`config.mk`:
```
export PLATFORM = sky130hd
export DESIGN_NAME = two_queue_weighted_priority_server_flat
export DESIGN_NICKNAME = d
export VERILOG_FILES = /design/src/tqwps_pkg.sv /design/src/tqwps_if.sv /design/src/tqwps_queue.sv /design/src/two_queue_weighted_priority_server.sv /design/src/flat_wrapper.sv
export SDC_FILE = /design/constraint.sdc
export NUM_CORES = 2
export LEC_CHECK = 0
export BUFFER_PORTS_ARGS = -buffer_cell sky130_fd_sc_hd__buf_2
export CELL_PAD_IN_SITES_DETAIL_PLACEMENT = 2
export CELL_PAD_IN_SITES_GLOBAL_PLACEMENT = 2
export CORE_MARGIN = 8
export CORE_UTILIZATION = 55
export DETAILED_ROUTE_END_ITERATION = 8
export PLACE_DENSITY = 0.92
export SLEW_MARGIN = 20
export SYNTH_ARGS = -nofsm -noshare
export SYNTH_HDL_FRONTEND = slang
export SYNTH_SLANG_ARGS = --single-unit
```
`constraint.sdc`:
```
create_clock -name clk -period 10.3 [get_ports clk]
set_input_delay 1.545 -clock clk [delete_from_list [all_inputs] [get_ports clk]]
set_output_delay 1.545 -clock clk [all_outputs]
set_load 0.05 [all_outputs]
```
`src/tqwps_pkg.sv`:
```
// Shared types and constants for the two-queue weighted priority server.
// No dependencies; every other file but tqwps_if imports this package.

package tqwps_pkg;

	localparam int ID_W       = 16;
	localparam int AGE_W      = 8;
	localparam int CFG_IDX_W  = 1;
	localparam int CFG_DATA_W = 8;

	// Command codes carried on the request channel.
	localparam logic CMD_ADD   = 1'b0;
	localparam logic CMD_SERVE = 1'b1;

	// Configuration register indexes.
	localparam logic [CFG_IDX_W-1:0] REG_AGE_THRESHOLD  = 1'd0;
	localparam logic [CFG_IDX_W-1:0] REG_PRIORITY_BURST = 1'd1;

	localparam logic [AGE_W-1:0] AGE_THRESHOLD_RST  = 8'd60;
	localparam logic [7:0]       PRIORITY_BURST_RST = 8'd1;

	typedef enum logic [1:0] {
		ST_ADDED   = 2'd0,
		ST_DROPPED = 2'd1,
		ST_SERVED  = 2'd2,
		ST_EMPTY   = 2'd3
	} status_t;

	// One queue entry: the id in the upper bits, the age in the lower bits.
	typedef struct packed {
		logic [ID_W-1:0]  id;
		logic [AGE_W-1:0] age;
	} entry_t;

	// Occupancy flags a queue reports to the scheduling logic.
	typedef struct packed {
		logic empty;
		logic full;
	} qstat_t;

endpackage

```
`src/tqwps_if.sv`:
```
// Valid/ready channel interfaces for the request and response sides.
// Depends on nothing; widths follow the request and response field lists.

interface tqwps_req_if;
	logic        valid;
	logic        ready;
	logic        cmd;
	logic [15:0] person_id;
	logic [7:0]  age;

	modport source (output valid, output cmd, output person_id, output age, input ready);
	modport sink   (input valid, input cmd, input person_id, input age, output ready);
endinterface

interface tqwps_rsp_if;
	logic        valid;
	logic        ready;
	logic [1:0]  status;
	logic [15:0] served_id;
	logic [7:0]  served_age;
	logic        from_priority;

	modport source (output valid, output status, output served_id, output served_age,
		output from_priority, input ready);
	modport sink   (input valid, input status, input served_id, input served_age,
		input from_priority, output ready);
endinterface

```
`src/tqwps_queue.sv`:
```
// One bounded FIFO of person entries: storage memory, head, tail and count.
// Depends on tqwps_pkg for the entry and status types.

module tqwps_queue import tqwps_pkg::*; #(
	parameter int DEPTH = 64
) (
	input  logic   clk,
	input  logic   arst_n,
	input  logic   push,
	input  logic   pop,
	input  entry_t wdata,
	output entry_t rdata,
	output qstat_t stat
);

	localparam int AW = (DEPTH > 1) ? $clog2(DEPTH) : 1;
	localparam int CW = $clog2(DEPTH + 1);

	localparam logic [AW-1:0] LAST = AW'(DEPTH - 1);

	entry_t        mem_q [DEPTH];
	entry_t        rdata_q;
	logic [AW-1:0] head_q;
	logic [AW-1:0] tail_q;
	logic [CW-1:0] count_q;

	// Storage and read port; the read data holds until the next pop.
	always_ff @(posedge clk) begin
		if (push) begin
			mem_q[tail_q] <= wdata;
		end
		if (pop) begin
			rdata_q <= mem_q[head_q];
		end
	end

	always_ff @(posedge clk or negedge arst_n) begin
		if (!arst_n) begin
			head_q  <= '0;
			tail_q  <= '0;
			count_q <= '0;
		end else begin
			if (push) begin
				tail_q  <= (tail_q == LAST) ? '0 : tail_q + AW'(1);
				count_q <= count_q + CW'(1);
			end else if (pop) begin
				head_q  <= (head_q == LAST) ? '0 : head_q + AW'(1);
				count_q <= count_q - CW'(1);
			end
		end
	end

	assign rdata      = rdata_q;
	assign stat.empty = (count_q == '0);
	assign stat.full  = (count_q == CW'(DEPTH));

endmodule

```
`src/two_queue_weighted_priority_server.sv`:
```
// Top level of the two-queue weighted priority server.
// Depends on tqwps_pkg, the channel interfaces in tqwps_if and tqwps_queue.
//
//   channel | dir | handshake            | payload
//   --------+-----+----------------------+-------------------------------------------
//   req     | in  | valid/ready          | cmd, person_id, age
//   rsp     | out | valid/ready          | status, served_id, served_age, from_priority
//   cfg     | in  | cfg_we, no back-press| cfg_idx, cfg_data
//
// Every request produces exactly one response. It passes through the input
// register, where the scheduling decision and the queue update happen, and
// then the response register, while the queue memory read completes. One
// request is accepted per cycle when the response side keeps up. A stalled
// response holds the pipeline; req.ready drops once both stages are full
// and rsp.ready is low. Reset empties both queues; it needs no clearing pass.

module two_queue_weighted_priority_server import tqwps_pkg::*; #(
	parameter int QUEUE_DEPTH = 64
) (
	input  logic                  clk,
	input  logic                  arst_n,
	tqwps_req_if.sink             req,
	tqwps_rsp_if.source           rsp,
	input  logic                  cfg_we,
	input  logic [CFG_IDX_W-1:0]  cfg_idx,
	input  logic [CFG_DATA_W-1:0] cfg_data
);

	// Configuration registers and the burst credit.
	logic [AGE_W-1:0] thr_q;
	logic [7:0]       burst_q;
	logic [7:0]       credit_q;

	// Input stage: the accepted request.
	logic             valid_s1;
	logic             cmd_s1;
	entry_t           entry_s1;

	// Response stage: decision results, waiting for the memory read data.
	logic             valid_s2;
	status_t          status_s2;
	logic             prio_s2;

	logic             adv_s2;
	logic             fire_s1;

	// Scheduling decision for the request in the input stage.
	logic             to_prio;
	logic             serve_prio;
	logic             push_p, push_n, pop_p, pop_n;
	status_t          status_d;
	logic             prio_d;

	qstat_t           stat_p, stat_n;
	entry_t           rdata_p, rdata_n;
	entry_t           served;

	// The response register frees up when it is empty or being taken, and the
	// input register moves forward whenever the response register frees up.
	assign adv_s2    = !valid_s2 || rsp.ready;
	assign fire_s1   = valid_s1 && adv_s2;
	assign req.ready = !valid_s1 || adv_s2;

	always_comb begin
		to_prio    = (entry_s1.age > thr_q);
		serve_prio = !stat_p.empty && (credit_q != '0);
		push_p     = 1'b0;
		push_n     = 1'b0;
		pop_p      = 1'b0;
		pop_n      = 1'b0;
		prio_d     = 1'b0;
		status_d   = ST_EMPTY;
		if (cmd_s1 == CMD_ADD) begin
			// An add lands in the queue picked by age; a full queue drops it.
			prio_d = to_prio;
			if (to_prio) begin
				push_p   = fire_s1 && !stat_p.full;
				status_d = stat_p.full ? ST_DROPPED : ST_ADDED;
			end else begin
				push_n   = fire_s1 && !stat_n.full;
				status_d = stat_n.full ? ST_DROPPED : ST_ADDED;
			end
		end else if (serve_prio) begin
			pop_p    = fire_s1;
			prio_d   = 1'b1;
			status_d = ST_SERVED;
		end else if (!stat_n.empty) begin
			pop_n    = fire_s1;
			status_d = ST_SERVED;
		end
	end

	tqwps_queue #(.DEPTH(QUEUE_DEPTH)) u_prio_q (
		.clk    (clk),
		.arst_n (arst_n),
		.push   (push_p),
		.pop    (pop_p),
		.wdata  (entry_s1),
		.rdata  (rdata_p),
		.stat   (stat_p)
	);

	tqwps_queue #(.DEPTH(QUEUE_DEPTH)) u_norm_q (
		.clk    (clk),
		.arst_n (arst_n),
		.push   (push_n),
		.pop    (pop_n),
		.wdata  (entry_s1),
		.rdata  (rdata_n),
		.stat   (stat_n)
	);

	// Input register; the payload needs no reset.
	always_ff @(posedge clk) begin
		if (req.valid && req.ready) begin
			cmd_s1       <= req.cmd;
			entry_s1.id  <= req.person_id;
			entry_s1.age <= req.age;
		end
	end

	// Response register payload.
	always_ff @(posedge clk) begin
		if (fire_s1) begin
			status_s2 <= status_d;
			prio_s2   <= prio_d;
		end
	end

	always_ff @(posedge clk or negedge arst_n) begin
		if (!arst_n) begin
			valid_s1 <= 1'b0;
			valid_s2 <= 1'b0;
			thr_q    <= AGE_THRESHOLD_RST;
			burst_q  <= PRIORITY_BURST_RST;
			credit_q <= PRIORITY_BURST_RST;
		end else begin
			if (req.ready) begin
				valid_s1 <= req.valid;
			end
			if (adv_s2) begin
				valid_s2 <= fire_s1;
			end
			// A priority serve spends one credit. Any other serve, whether it
			// pops the normal queue or finds nothing, reloads the full burst.
			if (fire_s1 && cmd_s1 == CMD_SERVE) begin
				if (serve_prio) begin
					credit_q <= credit_q - 8'd1;
				end else begin
					credit_q <= burst_q;
				end
			end
			// Configuration writes must arrive only while the block is idle; the block itself does not enforce this.
			if (cfg_we) begin
				case (cfg_idx)
					REG_AGE_THRESHOLD: begin
						thr_q <= cfg_data;
					end
					REG_PRIORITY_BURST: begin
						burst_q  <= cfg_data;
						credit_q <= cfg_data;
					end
					default: begin
					end
				endcase
			end
		end
	end

	// The served entry comes straight from the read register of the queue
	// that was popped; other responses report zeros.
	assign served = prio_s2 ? rdata_p : rdata_n;

	assign rsp.valid         = valid_s2;
	assign rsp.status        = status_s2;
	assign rsp.from_priority = prio_s2;
	assign rsp.served_id     = (status_s2 == ST_SERVED) ? served.id  : '0;
	assign rsp.served_age    = (status_s2 == ST_SERVED) ? served.age : '0;

endmodule

```
`src/flat_wrapper.sv`:
```
// flat-port wrapper written by rule: the top's interface ports become plain ports
module two_queue_weighted_priority_server_flat import tqwps_pkg::*;
#(
	parameter int QUEUE_DEPTH = 64
)
  (clk, arst_n, cfg_we, cfg_idx, cfg_data, req_valid, req_cmd, req_person_id, req_age, req_ready, rsp_valid, rsp_status, rsp_served_id, rsp_served_age, rsp_from_priority, rsp_ready);
  tqwps_req_if req_i ();
  tqwps_rsp_if rsp_i ();
  input  logic clk;
  input  logic arst_n;
  input  logic cfg_we;
  input  logic [CFG_IDX_W-1:0] cfg_idx;
  input  logic [CFG_DATA_W-1:0] cfg_data;
  input wire logic [$bits(req_i.valid)-1:0] req_valid;
  input wire logic [$bits(req_i.cmd)-1:0] req_cmd;
  input wire logic [$bits(req_i.person_id)-1:0] req_person_id;
  input wire logic [$bits(req_i.age)-1:0] req_age;
  output wire logic [$bits(req_i.ready)-1:0] req_ready;
  output wire logic [$bits(rsp_i.valid)-1:0] rsp_valid;
  output wire logic [$bits(rsp_i.status)-1:0] rsp_status;
  output wire logic [$bits(rsp_i.served_id)-1:0] rsp_served_id;
  output wire logic [$bits(rsp_i.served_age)-1:0] rsp_served_age;
  output wire logic [$bits(rsp_i.from_priority)-1:0] rsp_from_priority;
  input wire logic [$bits(rsp_i.ready)-1:0] rsp_ready;
  assign req_i.valid = req_valid;
  assign req_i.cmd = req_cmd;
  assign req_i.person_id = req_person_id;
  assign req_i.age = req_age;
  assign req_ready = req_i.ready;
  assign rsp_valid = rsp_i.valid;
  assign rsp_status = rsp_i.status;
  assign rsp_served_id = rsp_i.served_id;
  assign rsp_served_age = rsp_i.served_age;
  assign rsp_from_priority = rsp_i.from_priority;
  assign rsp_i.ready = rsp_ready;
  two_queue_weighted_priority_server #(.QUEUE_DEPTH(QUEUE_DEPTH)) u_core (.clk(clk), .arst_n(arst_n), .req(req_i), .rsp(rsp_i), .cfg_we(cfg_we), .cfg_idx(cfg_idx), .cfg_data(cfg_data));
endmodule
```
==> flow_metrics.env, run 1 <==
export IMPL_synth_top_family_by_area="multiplexers"
export IMPL_synth_edf_count=3148
export IMPL_post_synth_mux_area_share_pct=15.2
export IMPL_start_util_pct=55.1
export IMPL_synth_simple_gate_area_share_pct=1.91
export IMPL_ys_flop_type="edfxtp_1"
export IMPL_synth_area_mm2=0.123
export IMPL_pin_count=68
export IMPL_synth_compound_area_share_pct=3.26
export IMPL_status="did not finish"
export IMPL_gp_congestion=0.864
export IMPL_error="[ERROR DPL-0033] detailed placement checks failed during check placement."
export IMPL_hpwl_um=339000
export IMPL_synth_area_per_cell_um2=21.6
export IMPL_synth_top_cell_by_area="edfxtp_1"
export IMPL_die_w_um=490
export IMPL_ys_ff_latch=3212
export IMPL_seq_area_frac_synth_pct=77.8
export IMPL_ys_async_sr_fraction_pct=1.99
export IMPL_synthTopCellsByArea="edfxtp_1, mux4_2, mux2i_1"
export IMPL_synth_distinct_cells=68
export IMPL_io_buffers=67
export IMPL_synth_nets=5775
export IMPL_lastStage="detailed placement"
export IMPL_synth_top_area_share_pct=76.5
export IMPL_yosysWarnings=0
export IMPL_synth_fa_ha_area_share_pct=0.286
export IMPL_syn_inst=5709
export IMPL_die_height_um=490
export IMPL_synthXorXnorAreaFrac_pct=0.142
export IMPL_rows=174
cell families after synthesis:
family	count (synthesis)
AOI/OAI and AO/OA	574
xor gates and xnor gates	20
adders and majority gates	27
buffers and inverters	354
DFF	3212
muxes	1018
and+or+nand+nor	504
Yosys cell counts, drive strengths merged, types with 16 or more instances:
cell type	count
a221oi	24
nor3	32
a31oi	27
mux2i	301
nor2	196
o22ai	99
dfrtp	58
or3	22
a21oi	86
o221ai	50
inv	25
buf	190
a22o	26
mux4	678
mux2	39
clkbuf	138
nand2b	24
xnor2	17
a211oi	62
edfxtp	3148
a22oi	101
nand3	43
nor2b	16
o21ai	38
nand2	116
ha	25
through the flow:
step / instances / setup slack [ns] / hold WS (ns)
global placement: 8674 / 4.91 / 0.450
floorplan: 5709 / 5.02 / 0.439
==> inputs of run 2 (changes only) <==
Settings changed: CELL_PAD_IN_SITES_DETAIL_PLACEMENT 2 to unset, CELL_PAD_IN_SITES_GLOBAL_PLACEMENT 2 to unset, CORE_UTILIZATION 55 to 40, PLACE_DENSITY 0.92 to unset, PLACE_DENSITY_LB_ADDON set to 0.15.
==> flow_metrics.env, run 2 <==
export IMPL_status="finished, final reports clean"
export IMPL_power_frac_clock_pct=34.6
export IMPL_end_kind="flip-flop"
export IMPL_cts_inserted_buffers=341
export IMPL_worstHoldStart="u_core.burst_q[0]$_DFFE_PN1P_"
export IMPL_ys_async_sr_fraction_pct=1.99
export IMPL_synth_top_cell_by_area="edfxtp_1"
export IMPL_top_regs="u_core.u_norm_q.mem_q x1536, u_core.u_prio_q.mem_q x1536"
export IMPL_slew_viol_final=0
export IMPL_cts_tree="yes"
export IMPL_p_per_area_mw_per_mm2=240
export IMPL_fill_cells=26000
export IMPL_worstSkewPairLatency_ns=0.87
export IMPL_io_buffers=67
export IMPL_routed_wirelength_um=342000
export IMPL_synthTopCellsByArea="edfxtp_1, mux4_2, mux2i_1"
export IMPL_grt_max_degree=130
export IMPL_drc=0
export IMPL_drt_pass1_iterations=7
export IMPL_cp_start_kind="flip-flop"
export IMPL_cpMaxStageDelayCell="nor3_1"
export IMPL_drive_gt1_share_pct=26.1
export IMPL_cp_required_ns=10.90
export IMPL_synth_nets=5775
export IMPL_hold_path_class="flip-flop to flip-flop"
export IMPL_grt_use_total_pct=20.5
export IMPL_worstSetupStartpoint="u_core.u_norm_q.head_q[1]$_DFFE_PN0P_"
export IMPL_seq_area_frac_synth_pct=77.8
export IMPL_worst_pin_slew_ns=1.12
export IMPL_drv_cap=0
export IMPL_syn_inst=5709
export IMPL_place_area_mm2=0.130
export IMPL_reg2reg_from="u_core.u_norm_q.head_q[1]$_DFFE_PN0P_"
export IMPL_synth_edf_count=3148
export IMPL_worstPathCellList="buf_12, buf_4, mux4_2, mux4_2, nor3_1, a31oi_1, and3_1"
export IMPL_p_int_mw=24.2
export IMPL_cts_root_buf="clkbuf_16"
export IMPL_vias_per_cell=5.70
export IMPL_cts_resized=0
export IMPL_pin_count=68
export IMPL_grt_pass1_vias=59700
export IMPL_clock_path_buffers=4
export IMPL_dp_cells=9810
export IMPL_htree_num_levels=5
export IMPL_gp_congestion=0.826
export IMPL_ys_ff_latch=3212
export IMPL_leakage_nw=43.4
export IMPL_start_util_pct=40.1
export IMPL_final_cell_mix="edfxtp_1, mux4_2, clkbuf_16, mux2i_1, buf_4"
export IMPL_ctsHoldBuffers=0
export IMPL_ys_flop_type="edfxtp_1"
export IMPL_relSlewSlack_pct=25.6
export IMPL_worstSetupPathType="flip-flop to flip-flop"
export IMPL_drt_iter0_markers=6707
export IMPL_grt_first_pass_wirelength_um=477000
export IMPL_sw_frac_of_total_pct=28.1
export IMPL_die_height_um=572
export IMPL_hpwl_um=198000
export IMPL_met1_usage_pct=29.3
export IMPL_core_area_mm2=0.308
export IMPL_crit_path_frequent_cell="mux4_2"
export IMPL_dieArea_mm2=0.327
export IMPL_synth_most_common_cell="edfxtp_1"
export IMPL_cp_top_family="buffers and inverters"
export IMPL_slowest_delay_ns=0.83
export IMPL_max_clock_freq_ghz=0.208
export IMPL_multiInputGateArea_mm2=0.0260
export IMPL_synth_area_per_cell_um2=21.6
export IMPL_synth_top_area_share_pct=76.5
export IMPL_setup_viol=0
export IMPL_ant_nets=0
export IMPL_stdcell_area_mm2=0.140
export IMPL_met2_usage_pct=32.9
export IMPL_die_w_um=572
export IMPL_clock_sinks=3212
export IMPL_wire_per_inst_um=32.7
export IMPL_clkTransAtPathRegs_ns=0.06
export IMPL_final_cells=10400
export IMPL_p_comb_share_pct=21.1
export IMPL_fin_tns_setup_ns=0
export IMPL_p_total_mw=33.7
export IMPL_antenna_found_initial=24
export IMPL_grt_use_met3_pct=2.97
export IMPL_rsz0062_at_grt="false"
export IMPL_cp_num_buf_inv=2
export IMPL_finClkSkew_ns=0.0462
export IMPL_cp_max_fo=115
export IMPL_min_period_over_period_pct=46.8
export IMPL_regArea_mm2=0.0962
export IMPL_cp_arrival_ns=5.42
export IMPL_yosysWarnings=0
export IMPL_final_common_cell="edfxtp_1"
export IMPL_irDropWorstVdd_mv=0.189
export IMPL_nets=6101
export IMPL_pre_cts_ws_ns=5.28
export IMPL_synth_area_mm2=0.123
export IMPL_cts_setup_buffers=0
export IMPL_vias=59500
export IMPL_area_growth_pct=13.6
export IMPL_overflow=0
export IMPL_final_hold_viol_count=0
export IMPL_layout_setup_ws_ns=5.48
export IMPL_rows=204
export IMPL_ys_top_cells_by_count="edfxtp_1, mux4_2, mux2i_1"
export IMPL_gr_max_usage_layer="met2"
export IMPL_synth_distinct_cells=68
export IMPL_seq_power_share_pct=44.3
export IMPL_fin_crit_ns=4.82
export IMPL_p_sw_mw=9.44
[run 2: kinds of logic (layout without fill, tap and decap cells)]
logic type,count (synthesis),after routing,share of synthesized area (%)
other,0,15,0
flip-flops,3212,3212,77.8
XOR/XNOR,20,20,0.142
adder cells (fa/ha/maj),27,27,0.286
AO/OA/AOI/OAI,574,574,3.26
multiplexers,1018,1018,15.2
AND/OR/NAND/NOR,504,504,1.91
buffers and inverters,354,945,1.39
[run 2: cell type report]
type	instances	share of cell area, %
Sequential cell	3212	68.5
Multi-Input combinational cell	2143	18.6
Clock buffer	429	6.41
Tap cell	4120	3.67
Timing Repair Buffer	311	1.73
Clock inverter	179	1.00
Inverter	26	0.0731
Antenna cell	15	0.0267
[run 2: worst paths after layout]
check                                                        endpoint  slack, ns  depth (start not counted)
max in group asynchronous       u_core.u_norm_q.head_q[2]$_DFFE_PN0P_       8.55                          2
worst max-delay path              u_core.u_norm_q.rdata[14]$_DFFE_PP_       5.48                          7
worst max register to register    u_core.u_norm_q.rdata[14]$_DFFE_PP_       5.48                          7
worst min-delay path                    u_core.burst_q[0]$_DFFE_PN1P_       0.47                          2
min in group asynchronous               u_core.burst_q[5]$_DFFE_PN0P_       0.51                          1
worst min register to register          u_core.burst_q[0]$_DFFE_PN1P_       0.47                          2
[run 2: metal layers]
metal / part of all wire, % / wire length [um]
met2: 48 / 163000
met3: 5.9 / 20100
met5: 0.0067 / 23
met4: 3.1 / 10800
met1: 43 / 147000
[run 2: stage by stage]
step | hold WS (ns) | util (%)
floorplan | 0.439 | -
global placement | 0.453 | 42.1
detailed placement | 0.466 | 42.1
CTS | 0.431 | 45.5
global route | 0.470 | 45.5
finish | 0.470 | 45.6
[run 2: power groups by stage]
stage	clock network, mW	logic [mW]	registers [mW]
floorplan	0	4.82	15.1
global placement	0	7.25	15.2
detailed placement	0	7.26	15.2
CTS	11.9	7.27	14.9
global route	12.3	7.51	14.9
finish	11.6	7.11	14.9
[run 2: worst min-delay path, delay by kind of cell (launching register included)]
family	cells	cell delay, ns
and+or+nand+nor	2	0.10
DFF	1	0.37
(Power assumes the default switching activity.)
